===== config.mk =====
export PLATFORM = sky130hd
export DESIGN_NAME = sgb_queue
export DESIGN_NICKNAME = d
export VERILOG_FILES = /design/src/sv/sgb_queue.sv
export SDC_FILE = /design/constraint.sdc
export NUM_CORES = 1
export LEC_CHECK = 0
export BUFFER_PORTS_ARGS = -buffer_cell sky130_fd_sc_hd__buf_4
export CORE_MARGIN = 5
export CORE_UTILIZATION = 49
export CTS_CLUSTER_DIAMETER = 60
export DETAILED_ROUTE_END_ITERATION = 16
export GPL_ROUTABILITY_DRIVEN = 0
export PLACE_DENSITY_LB_ADDON = 0.25
export SLEW_MARGIN = 10
export SYNTH_ARGS = -nofsm -noshare
export SYNTH_HDL_FRONTEND = slang
export SYNTH_SLANG_ARGS = --single-unit

===== constraint.sdc =====
create_clock -name clk -period 1.6 [get_ports clk]
set_input_delay 0.16 -clock clk [delete_from_list [all_inputs] [get_ports clk]]
set_output_delay 0.16 -clock clk [all_outputs]
set_load 0.03 [all_outputs]

===== src/sv/sgb_queue.sv =====
// ----------------------------------------------------------------------------
// sgb_queue
// Small synchronous FIFO built from registers.
// ----------------------------------------------------------------------------
module sgb_queue #(
  parameter int W     = 8,
  parameter int DEPTH = 2
) (
  input  logic         clk,
  input  logic         rst_n,
  input  logic         push,
  input  logic [W-1:0] din,
  output logic         full,
  input  logic         pop,
  output logic [W-1:0] dout,
  output logic         empty
);

  localparam int AW = (DEPTH > 1) ? $clog2(DEPTH) : 1;
  localparam int CW = $clog2(DEPTH + 1);

  logic [W-1:0]  mem [DEPTH];
  logic [AW-1:0] wp_r, rp_r;
  logic [CW-1:0] cnt_r;
  logic          do_push, do_pop;

  assign full    = (cnt_r == CW'(DEPTH));
  assign empty   = (cnt_r == '0);
  assign do_push = push & ~full;
  assign do_pop  = pop & ~empty;
  assign dout    = mem[rp_r];

  always_ff @(posedge clk) begin
    if (!rst_n) begin
      wp_r  <= '0;
      rp_r  <= '0;
      cnt_r <= '0;
    end else begin
      if (do_push) begin
        wp_r <= (wp_r == AW'(DEPTH - 1)) ? '0 : wp_r + AW'(1);
      end
      if (do_pop) begin
        rp_r <= (rp_r == AW'(DEPTH - 1)) ? '0 : rp_r + AW'(1);
      end
      if (do_push && !do_pop) begin
        cnt_r <= cnt_r + CW'(1);
      end else if (do_pop && !do_push) begin
        cnt_r <= cnt_r - CW'(1);
      end
    end
  end

  always_ff @(posedge clk) begin
    if (do_push) begin
      mem[wp_r] <= din;
    end
  end

endmodule


* Word-level counts from Yosys, hierarchy flattened
Memory sizes are Yosys's and may differ from the RTL's. A register that Yosys moved wholly into a read port is not among the register bits.
Index checks and enable logic that the tools add are counted.
** Operators by class
- Equal/unequal tests :: 1
- Multiplexer cells :: 8
- Reductions and logical operators :: 6
- Add/subtract/negate cells :: 4
- Bitwise operators :: 4
** Operators by type and width (count)
- $mux W1 :: 6
- $mux W2 :: 2
- $add A1 B1 Y1 const B :: 2
- $add A2 B1 Y2 const B :: 1
- $and A1 B1 Y1 :: 2
- $eq A2 B2 Y1 const B :: 1
- $logic_and A1 B1 Y1 :: 2
- $logic_not A1 Y1 :: 2
- $logic_not A2 Y1 :: 1
- $not A1 Y1 :: 2
- $reduce_bool A2 Y1 :: 1
- $sub A2 B1 Y2 const B :: 1
** Storage, ports and cells
- RAM bits :: 16
- Memories :: 1
- Bits in registers :: 4
- Input bits :: 12
** Memory list
- mem :: words 2, width 8, rd ports 1, clocked after memory_dff 1, wr ports 1, line 22 : logic [W-1:0] mem [DEPTH];

* Logic depth before layout (Yosys ltp)
- Depth in word-level cells :: 7
- Mapped depth :: 7
- Depth with buffers taken out :: 7

* Worst setup path before layout
Ideal clock, no wire load.
- Path type :: register to register
- Start point :: register cnt_r[0]
- End point :: register cnt_r[1]
- Arrival time :: 1.482 ns
- Library setup time :: 0.070 ns
- Clock period less this slack :: 1.552 ns
- Slack :: 0.048 ns
- Cell stages (with the launch flop) :: 7
- Data required time :: 1.530 ns
- Cell sequence :: dfxtp_1 -> nand2b_1 -> inv_2 -> nor2_1 -> ha_1 -> or3_1 -> a21boi_1
** Between the ends
- Cells in the longest elaborated chain, start to end :: 6
** RTL lines
- start, declared :: line 24 : logic [CW-1:0] cnt_r;
- start signal, assigned :: line 46 : cnt_r <= cnt_r + CW'(1);
- start signal, assigned :: line 48 : cnt_r <= cnt_r - CW'(1);
- $eq A2 B2 Y1 * :: line 27 : assign full = (cnt_r == CW'(DEPTH));
- net full :: line 13 : output logic full,
- $not A1 Y1 * :: line 29 : assign do_push = push & ~full;
- $and A1 B1 Y1 * :: line 29
- $logic_not A1 Y1 :: line 47 : end else if (do_pop && !do_push) begin
- $logic_and A1 B1 Y1 :: line 47
- $reduce_bool A2 Y1 (no line)
Mark *: on every way through the listed nets, which the timed path passes. The rest lies on a longest branch. The select of a mux whose other input is x is not followed.
A chain may end at the register's enable or synchronous reset.

* Worst setup path in the final report
- Start point :: register cnt_r[0]
- End point :: register cnt_r[1]
** Between the ends
- Cells in the longest elaborated chain, start to end :: 6
** RTL lines (line)
- $eq A2 B2 Y1 or $logic_not A2 Y1 (tied branches) :: 27, 28
- $not A1 Y1, on equally long branches :: 29, 30
- $and A1 B1 Y1, on equally long branches :: 29, 30
- $logic_not A1 Y1, on equally long branches :: 47, 45
- $logic_and A1 B1 Y1, on equally long branches :: 47, 45
- $reduce_bool A2 Y1 (no line) or $mux W2 (tied branches)
Several ways; a longest one is shown, not always the timed one. The select of a mux whose other input is x is not followed.

==> results_dict.tcl <==
set metrics [dict create \
    clockRootBuffer "clkbuf_4" \
    worstPathMaxFanout 5 \
    clk_path_buf_depth 2 \
    tritoncts "done" \
    dr_total_vias 465 \
    slew_viol_final 0 \
    detail-route-antenna-nets 0 \
    clk_pin_slew_worst_paths_ps 110 \
    avgViaCountPerCell 5.05 \
    grt_usage 0.108 \
    yosysMostFrequentCell "edfxtp_1" \
    fmax_mhz 671 \
    cts.sinks 21 \
    dieArea_mm2 0.00256 \
    synth_edf_count 16 \
    p_per_area_mw_per_mm2 1660 \
    fin_nets 90 \
    drtIter0Drc 6 \
    leakagePower_nw 0.411 \
    grt_pass1_wl_mm 2.06 \
    max_stage_delay_ps 360 \
    min_path_type "input pin to flop" \
    cp_num_buf_inv 1 \
    numPortBuffers 21 \
    synth_cell_types 20 \
    cts_hold_buf 0 \
    postCtsSetupRepairBufs 0 \
    gr-total-overflow 0 \
    drive_gt1_frac 0.526 \
    path_delay_family "simple AND/OR/NAND/NOR gates" \
    peakVddDrop_uv 916 \
    cts_resized 0 \
    crit_type "flop to flop" \
    drc 0 \
    mappedNetlistArea_um2 810 \
    slew_headroom 0.754 \
    max_slew.worst_pin.slew_ps 370 \
    grt_pass1_vias 471 \
    clk_latency_ps 290 \
    synth.largest_area_cell "edfxtp_1" \
    totalWireLength_mm 1.28 \
    period_share 0.932 \
    synth_top_area_frac 0.594 \
    synthesis.nets 63 \
    ys.flop_type "edfxtp_1" \
    end_kind "flop" \
    fin_total_pwr_mw 1.72 \
    start_util 0.525 \
    finalCriticalPeriod_ps 1490 \
    core_mm2 0.00154 \
    avgSynthCellArea_um2 16.2 \
    die-width_um 50.6 \
    cts_buffers 3 \
    crit_chain "nand2b_4 > inv_2 > nor2_1 > ha_1 > or3_1 > a21boi_1" \
    hold_viol_final 0 \
    dp_hpwl_um 957 \
    crit_arrival_ps 1720 \
    ys_ff_latch 21 \
    synthArstFlopShare 0 \
    rows 14 \
    grt_max_degree 12 \
    io_pins 22 \
    synthCells 50 \
    critical-path-slowest-cell "dfxtp_2" \
    yosys-top-cells-area "edfxtp_1 59%, dfxtp_1 12%, mux2_2 11%" \
    finalNonFillerCells 92 \
    ys_top_cells_by_count "16 x edfxtp_1, 8 x mux2_2, 5 x dfxtp_1" \
    crit_path_start_kind "flop" \
    worstPathRequired_ps 1830 \
    drt_first_pass_iters 4 \
    antenna_found_initial 0 \
    wl_per_cell_um 13.9 \
    syn_to_final_growth_pct 27.8 \
    synth_warnings 0 \
    n_antenna_cell 0 \
    place_inst 88 \
    ys_seq_area_frac 0.717 \
    htree_levels 1 \
    die_h_um 50.6 \
    skew_ps 0.749 \
    status "finished clean" \
    cap_violations 0 \
    setup_viol 0 \
]
-- per-layer routing --
metal,track usage,wire length [µm],vias to the layer above
li1,-,-,232
met1,0.136,523,216
met2,0.163,647,17
met3,0.0385,106,0
met4,0.0511,0,0
met5,0,0,-
-- per-stage QoR --
stage | utilization | hold WS [ps] | cell area, µm² | setup slack (ps) | TNS (ps)
6_report | 0.671 | 46.5 | 1030 | 109 | 0
5_1_grt | 0.671 | 16.2 | 1030 | -4.52 | -4.52
4_1_cts | 0.664 | 32.0 | 1020 | 1.06 | 0
3_5_place_dp | 0.647 | 348 | 997 | 25.9 | 0
3_3_place_gp | 0.647 | 345 | 997 | 107 | 0
2_1_floorplan | - | 259 | 810 | 48.0 | 0
-- cell families (layout without fill, tap and decap cells) --
group	after synthesis	count (layout)	share of synthesized area
flops	21	21	0.717
xor+xnor	3	3	0.0325
mux	8	8	0.111
compound gates	5	5	0.0402
fa+ha+maj	1	1	0.0155
buf+inv	3	29	0.0154
simple gates	9	9	0.0680
-- layout make-up --
cell class | instances | area (µm²)
flip-flops and latches | 21 | 584
fillers | 113 | 507
multi-input cells | 26 | 224
repair buffers | 23 | 173
clock buffers | 4 | 26.3
well taps | 16 | 20.0
inverters | 2 | 7.51
-- path summary, 6_finish.rpt --
path | start | endpoint | slack [ps] | cells after the start
max | cnt_r[0]$_SDFFE_PN0P_ | cnt_r[1]$_SDFFE_PN0P_ | 110 | 6
min | din[5] | mem[0][5]$_DFFE_PP_ | 50 | 1
max reg2reg | cnt_r[0]$_SDFFE_PN0P_ | cnt_r[1]$_SDFFE_PN0P_ | 110 | 6
min reg2reg | cnt_r[1]$_SDFFE_PN0P_ | cnt_r[1]$_SDFFE_PN0P_ | 530 | 2
-- report_power, final --
part | internal, mW | total (mW) | switching (mW)
Combinational | 0.326 | 0.696 | 0.370
Clock | 0.0969 | 0.241 | 0.144
Sequential | 0.703 | 0.780 | 0.0766
Total | 1.13 | 1.72 | 0.591
-- sequential cells by signal, summed over array words and instances, names as in the netlist, named ones only --
register	count
wp_r	1
cnt_r	2
rp_r	1
mem	16
-- worst reg2reg max path: stages (launching register included) --
cell,delay (ps)
dfxtp_2,360
nand2b_4,150
inv_2,70
nor2_1,40
ha_1,310
or3_1,350
a21boi_1,140
-- layout by cell type (no fill, tap or decap), drive strengths merged --
| cell type | instances |
|---|---|
| nor3 | 1 |
| edfxtp | 16 |
| dfxtp | 5 |
| and2 | 3 |
| o21a | 1 |
| o21ai | 2 |
| xnor2 | 2 |
| buf | 23 |
| or3 | 1 |
| a21boi | 2 |
| inv | 2 |
| ha | 1 |
| nand2b | 1 |
| mux2 | 8 |
| nor2 | 2 |
| xor2 | 1 |
| clkbuf | 4 |
| and3 | 1 |
Power figures use the tool's default switching activity.
