**config.mk**
```make
export PLATFORM = sky130hd
export DESIGN_NAME = sgb_back
export DESIGN_NICKNAME = d
export VERILOG_FILES = /design/src/sv/sgb_pkg.sv /design/src/sv/sgb_back.sv
export SDC_FILE = /design/constraint.sdc
export NUM_CORES = 1
export LEC_CHECK = 0
export BUFFER_PORTS_ARGS = -buffer_cell sky130_fd_sc_hd__buf_4
export CORE_AREA = 2 2 145 147
export DETAILED_ROUTE_END_ITERATION = 6
export DIE_AREA = 0 0 147 149
export GPL_ROUTABILITY_DRIVEN = 0
export GPL_TIMING_DRIVEN = 0
export PLACE_DENSITY = 0.66
export RECOVER_POWER = 100
export SLEW_MARGIN = 20
export SYNTH_ARGS = -nofsm -noshare
export SYNTH_HDL_FRONTEND = slang
export SYNTH_SLANG_ARGS = --single-unit
```
**constraint.sdc**
```tcl
create_clock -name clk -period 5.25 [get_ports clk]
set_clock_uncertainty 0.2 [all_clocks]
set_input_delay 0 -clock clk [delete_from_list [all_inputs] [get_ports clk]]
set_output_delay 0 -clock clk [all_outputs]
set_load 0.005 [all_outputs]
```
**src/sv/sgb_pkg.sv**
```systemverilog
// ----------------------------------------------------------------------------
// sgb_pkg
// Types, constants and the [1,2,1]/4 tap shared by the blur modules.
// ----------------------------------------------------------------------------
package sgb_pkg;

  typedef logic [7:0]  pix_t;
  typedef logic [11:0] row_t;
  typedef logic [9:0]  col_t;

  typedef struct packed {
    pix_t red;
    pix_t green;
    pix_t blue;
  } rgb_t;

  // One word of the line store: the row before last and the last row.
  typedef struct packed {
    rgb_t older;
    rgb_t prev;
  } line_t;

  // Vertical pass output of one request, with its position flags.
  typedef struct packed {
    rgb_t vmain;
    rgb_t vbot;
    row_t row;
    col_t col;
    logic has_up;
    logic last_row;
    logic last_col;
    logic has_left;
    logic has_left2;
  } vitem_t;

  typedef struct packed {
    rgb_t pix;
    row_t row;
    col_t col;
    logic last;
  } result_t;

  // Result slots of one request, in output order.
  localparam int SLOT_MAIN_LEFT = 0;
  localparam int SLOT_MAIN_SELF = 1;
  localparam int SLOT_BOT_LEFT  = 2;
  localparam int SLOT_BOT_SELF  = 3;
  localparam int SLOTS          = 4;

  localparam logic REG_WIDTH  = 1'b0;
  localparam logic REG_HEIGHT = 1'b1;

  localparam logic [10:0] WIDTH_RST  = 11'd640;
  localparam logic [12:0] HEIGHT_RST = 13'd480;

  function automatic pix_t tap3(pix_t a, pix_t b, pix_t c);
    logic [9:0] s;
    s = {2'b00, a} + {1'b0, b, 1'b0} + {2'b00, c};
    return s[9:2];
  endfunction

  function automatic rgb_t tap3_rgb(rgb_t a, rgb_t b, rgb_t c);
    rgb_t t;
    t.red   = tap3(a.red, b.red, c.red);
    t.green = tap3(a.green, b.green, c.green);
    t.blue  = tap3(a.blue, b.blue, c.blue);
    return t;
  endfunction

endpackage

```
**src/sv/sgb_back.sv**
```systemverilog
// ----------------------------------------------------------------------------
// sgb_back
// Horizontal pass: expands each vertical request into its zero to four
// results, one per cycle while the result queue has room, and keeps the
// column history of both rows.
module sgb_back (
  input  logic              clk,
  input  logic              rst_n,
  input  sgb_pkg::vitem_t   vq_item,
  input  logic              vq_empty,
  output logic              vq_pop,
  output logic              oq_push,
  output sgb_pkg::result_t  oq_data,
  input  logic              oq_full
);

  logic [sgb_pkg::SLOTS-1:0] done_r, want, rem, sel, rest;
  sgb_pkg::rgb_t hm0_r, hm1_r, hb0_r, hb1_r;
  sgb_pkg::rgb_t h0, h1, v;
  logic          is_main, is_left, emit, finish;

  always_comb begin
    want = '0;
    want[sgb_pkg::SLOT_MAIN_LEFT] = vq_item.has_up & vq_item.has_left;
    want[sgb_pkg::SLOT_MAIN_SELF] = vq_item.has_up & vq_item.last_col;
    want[sgb_pkg::SLOT_BOT_LEFT]  = vq_item.last_row & vq_item.has_left;
    want[sgb_pkg::SLOT_BOT_SELF]  = vq_item.last_row & vq_item.last_col;
    rem  = want & ~done_r;
    sel  = rem & (~rem + 4'd1);
    rest = rem & ~sel;
  end

  assign is_main = sel[sgb_pkg::SLOT_MAIN_LEFT] | sel[sgb_pkg::SLOT_MAIN_SELF];
  assign is_left = sel[sgb_pkg::SLOT_MAIN_LEFT] | sel[sgb_pkg::SLOT_BOT_LEFT];
  assign emit    = ~vq_empty & (rem != '0) & ~oq_full;
  assign finish  = ~vq_empty & ((rem == '0) | (emit & (rest == '0)));
  assign vq_pop  = finish;
  assign oq_push = emit;

  assign h0 = is_main ? hm0_r : hb0_r;
  assign h1 = is_main ? hm1_r : hb1_r;
  assign v  = is_main ? vq_item.vmain : vq_item.vbot;

  always_comb begin
    if (is_left) begin
      oq_data.pix = sgb_pkg::tap3_rgb(vq_item.has_left2 ? h0 : h1, h1, v);
      oq_data.col = vq_item.col - sgb_pkg::col_t'(1);
    end else begin
      oq_data.pix = sgb_pkg::tap3_rgb(vq_item.has_left ? h1 : v, v, v);
      oq_data.col = vq_item.col;
    end
    oq_data.row  = is_main ? vq_item.row - sgb_pkg::row_t'(1) : vq_item.row;
    oq_data.last = (rest == '0);
  end

  always_ff @(posedge clk) begin
    if (!rst_n) begin
      done_r <= '0;
    end else if (finish) begin
      done_r <= '0;
    end else if (emit) begin
      done_r <= done_r | sel;
    end
  end

  always_ff @(posedge clk) begin
    if (finish && vq_item.has_up) begin
      hm0_r <= hm1_r;
      hm1_r <= vq_item.vmain;
    end
    if (finish && vq_item.last_row) begin
      hb0_r <= hb1_r;
      hb1_r <= vq_item.vbot;
    end
  end

endmodule

```
Yosys cells after proc, flatten, opt, wreduce, memory -nomap -nowiden --
Index checks and enable logic that the tools add are counted.
Word-level totals: register bits 100
Operators by class: muxes and demuxes 8, bitwise operators 21, add/sub/neg operators 15, reduce and logical (&&, ||, !) cells 6
Operator list (number):
- $mux 24 | 6
- $add 10x8->10 | 6
- $add 8x9->10 | 6
- $and 4x4->4 | 3
- $mux 12 | 1
- $not 4->4 | 3
- $sub 12x1->12 const B | 1
- $mux 10 | 1
- $sub 10x1->10 const B | 1
- $and 1x1->1 | 8
- $logic_not 4->1 | 2
- $add 4x1->4 const B | 1
- $or 4x4->4 | 1
- $reduce_bool 4->1 | 1
- $not 1->1 | 3
- $or 1x1->1 | 3
- $logic_and 1x1->1 | 2
- $reduce_or 2->1 | 1

Longest topological paths before layout --
depth in word-level cells 12, mapped depth 19

Least setup slack after synthesis --
No wires, ideal clock.
kind register to output, start reg done_r[0] in the netlist's numbering, end out oq_data[36] in the netlist's numbering, setup slack 1.480 ns, stages on the path, launching flop included 15, arrival time 3.570 ns, buffers on the path 2, cell sequence dfxtp_1 > nor2b_4 > o21ai_1 > buf_2 > buf_2 > mux4_2 > ha_1 > a311o_1 > fa_1 > a21o_1 > a21oi_1 > nor2_1 > o31a_1 > a211o_1 > o31ai_1
RTL lines:
- from (decl) | line sgb_back.sv:17 | logic [sgb_pkg::SLOTS-1:0] done_r, want, rem, sel, rest;
- from (signal assigned) | line sgb_back.sv:62 | done_r <= done_r | sel;
- to (decl) | line sgb_back.sv:13 | output sgb_pkg::result_t oq_data,

==> flow_summary_export.csv <==
group,metric,value,unit
sta,worst-slew-pin-transition,2.59,ns
status,violations,"max-capacitance violations, max-slew violations",
place,place.detailed.hpwl,19500,µm
critical_path,cp_data_arrival_time,4.87,ns
drt,drc,0,
final_layout,antenna_cells,0,
sta,finalCriticalPeriod,5.07,ns
critical_path,reg2reg_depth,7,
clocking,cts_setup_buffers,0,
job,timing.max_cap.violations,2,
yosys,post_synthesis_net_count,1064,
yosys,synthXorXnorAreaFrac,10.2,%
critical_path,cp_max_delay_cell,"mux4_2",
sta,final_min_period_over_clock_period,96.5,%
global_route,number_of_antenna_violations_at_the_first_check_in_global_routing,0,
critical_path,reg2reg_slack,1.05,ns
yosys,synth.top_cells.by_count,"120 x nand2_1, 96 x edfxtp_1, 77 x ha_1",
sta,timing_hold_violations_final,0,
floorplan,initial_core_utilization,43.9,%
final_layout,layout-drive-gt1-share,16.1,%
critical_path,crit_path_start,"vq_item[2]",
final_layout,filler_cell_count,1914,
critical_path,worstPathBufferInverterCount,5,
critical_path,cp_max_fo,10,
critical_path,required,5.05,ns
yosys,synth_enable_flop_cells,96,
clocking,tritoncts,"built",
final_layout,nets,1262,
critical_path,cp.depth,17,
critical_path,crit_chain,"dlygate4sd3_1 > buf_4 > nor2b_1 > o21ai_1 > clkbuf_4 > clkbuf_4 > mux4_2 > ha_1 > a311o_1 > fa_1 > a21o_1 > a21oi_1 > nor2_1 > o31a_1 > a211o_1 > o31ai_1 > buf_4",
global_route,gr-total-overflow,0,
clocking,cts.sinks,100,
sta,setup_violations,0,
global_route,first_global_vias,7697,
floorplan,die-height,149,µm
yosys,share_of_the_synthesized_area_in_compound_gates_ao_oa_aoi_oai,15.8,%
critical_path,critPathCapture,"oq_data[36]",
yosys,post_synthesis_share_of_cell_area_spent_on_and_or_nand_and_nor_gates,13.6,%
yosys,seq_area_frac_synth,32.8,%
sta,timing_max_transition_violations_final,98,
clocking,numCtsBuffers,9,
place,port-buffer-count,125,
final_layout,postLayoutCellArea,11100,µm²
yosys,most_instantiated_library_cell_after_synthesis,"nand2_1",
clocking,clockBufferDepth,2,
yosys,top_flip_flop_cell_by_instance_count_after_synthesis,"edfxtp_1",
floorplan,die_width,147,µm
min_path,worst_hold_path_type,"input port to output pin",
global_route,grt_usage,25.2,%
clocking,ctsRootBufferMaster,"clkbuf_16",
yosys,mappedNetlistArea,9020,µm²
yosys,post-synth-top-area-cell,"edfxtp_1",
yosys,yosysTopAreaCellShare,31.9,%
global_route,grt_pass1_wl,42400,µm
drt,routed_wire_length_per_instance,20.1,µm
status,run_status,"finished, violations left",
floorplan,core_area,20600,µm²
floorplan,standard_cell_row_count,53,
sta,max_freq,197,MHz
yosys,synth.mux.area_fraction,9.64,%
sta,tightest_slew_margin_relative_to_the_limit,-72.7,%
power_and_ir_drop,power_per_cell_area,283,nW/µm²
critical_path,worst-setup-path-type,"input port to output pin",
place,place.detailed.instances,1293,
sta,setup-tns-final,0,ns
place,placement.cell_area,10300,µm²
critical_path,cp_startpoint_kind,"input port",
final_layout,post_route_utilization,54.1,%
critical_path,cp-end-kind,"output pin",
yosys,synth_top_family_by_area,"compound AO/OA/AOI/OAI gates",
yosys,async_reset_ff_share,0,%
yosys,yosys_warnings,0,
drt,drt-pass1-iter-count,5,
global_route,largest_net_degree_at_the_start_of_global_routing,49,
power_and_ir_drop,vdd.ir_drop.worst,164,µV
critical_path,capturing_point_of_the_worst_reg2reg_path,"hb1_r[6]$_DFFE_PP_",
final_layout,layout.cells.non_filler,1371,
drt,postRouteWirelength,27500,µm
floorplan,boundaryPins,128,
sta,grt_setup_unrepaired,"false",
drt,number_of_design_rule_violations_left_by_the_first_detailed_router_iteration,569,
critical_path,worst_path_dominant_cell_family,"compound AO/OA/AOI/OAI gates",
drt,final_antenna_net_count,0,
yosys,synth-seq-cells,100,
clocking,ctsHtreeMaxLevel,3,
critical_path,worst_path_largest_cell_delay,0.57,ns
drt,routed-via-count,7995,
final_layout,area_growth,23.3,%
drt,vias_per_cell,5.83,
yosys,post_synth_inst_count,893,
critical_path,r2r_start,"done_r[1]$_SDFFE_PP0P_",
floorplan,fp.dieArea,21900,µm²
clocking,clock_latency_late_sink,0.36,ns
yosys,synthesis.area_per_instance,10.1,µm²
yosys,synth-adder-area-share,14.1,%
yosys,netlist_top_cells_area,"edfxtp_1 32%, ha_1 11%, mux4_2 6.7%",
power_and_ir_drop,power.leakage,4.55,nW
yosys,synth_cell_types,56,
repair_timing:
item / in CTS / in global routing
endpoints found under the hold margin: 52 / 0
hold buffers: 62 / 0
gates resized for setup: 0 / 4
endpoints found under the setup margin: 0 / 6
sequential cells by signal, indices dropped and copies added, names as in the netlist:
| signal | cells |
|---|---|
| hb0_r | 24 |
| hb1_r | 24 |
| hm1_r | 24 |
| done_r | 4 |
| hm0_r | 24 |
layout by cell type (no fill, tap or decap), types with 20 or more instances in the layout:
cell / netlist / layout
nand3_1: 20 / 20
edfxtp_1: 96 / 96
and3_1: 40 / 40
clkbuf_4: 0 / 53
a311o_1: 30 / 30
ha_1: 77 / 77
nor2_1: 35 / 35
o21ai_0: 60 / 61
dlygate4sd3_1: 0 / 62
mux4_2: 27 / 27
xor2_1: 57 / 57
a21oi_1: 27 / 27
o21a_1: 20 / 20
xnor2_1: 48 / 48
buf_1: 25 / 24
inv_1: 20 / 20
buf_4: 1 / 52
nand2_1: 120 / 120
clkbuf_1: 14 / 40
logic make-up (layout without fill, tap and decap cells):
group | after synthesis | count (layout)
xor gates and xnor gates | 105 | 105
adders and majority gates | 93 | 93
DFF | 100 | 100
and+or+nand+nor | 260 | 260
muxes | 52 | 52
buffers and inverters | 80 | 283
AOI/OAI and AO/OA | 203 | 203
worst min-delay path, cell delays in order:
cell	delay, ns
buf_4	0.08
xor2_1	0.05
clkbuf_4	0.13
where the power goes:
group,switching [mW],total [mW],internal (mW)
registers,0.0197,0.932,0.912
logic,0.814,1.54,0.728
clock network,0.339,0.670,0.331
total,1.17,3.14,1.97
per-stage QoR:
stage	power, mW	hold slack (ns)	setup slack [ns]
after floorplan	1.93	-0.159	1.48
after global placement	2.43	-0.0132	0.532
after detailed placement	2.45	-0.0123	0.493
after CTS	3.16	0.0627	0.0603
after global routing	3.34	0.0723	0.0217
final	3.14	0.0618	0.184
layer usage:
| layer | GRT usage [%] | wire (µm) |
|---|---|---|
| met5 | 0 | 0 |
| met4 | 8.27 | 789 |
| met2 | 42.2 | 13000 |
| met3 | 3.36 | 1940 |
| met1 | 34.0 | 11800 |
cell type report:
type,count,area (µm²),area share (%)
plain buffers,60,273,2.45
clock buffers,9,225,2.02
clock inverters,7,58.8,0.529
inverters,20,75.1,0.675
multi-input cells,713,5720,51.4
flip-flops and latches,100,2960,26.6
well taps,275,344,3.09
repair buffers,187,1470,13.2
worst min path at each step:
stage	cells past startpoint	end	startpoint	slack [ns]
2_1_floorplan	1	vq_pop	vq_empty	-0.16
3_3_place_gp	1	hb1_r[10]$_DFFE_PP_	vq_item[37]	-0.01
3_5_place_dp	1	hb1_r[11]$_DFFE_PP_	vq_item[38]	-0.01
4_1_cts	3	oq_data[22]	vq_item[26]	0.06
5_1_grt	3	oq_data[22]	vq_item[26]	0.07
6_report	3	oq_data[22]	vq_item[26]	0.06
(Power assumes the default switching activity.)
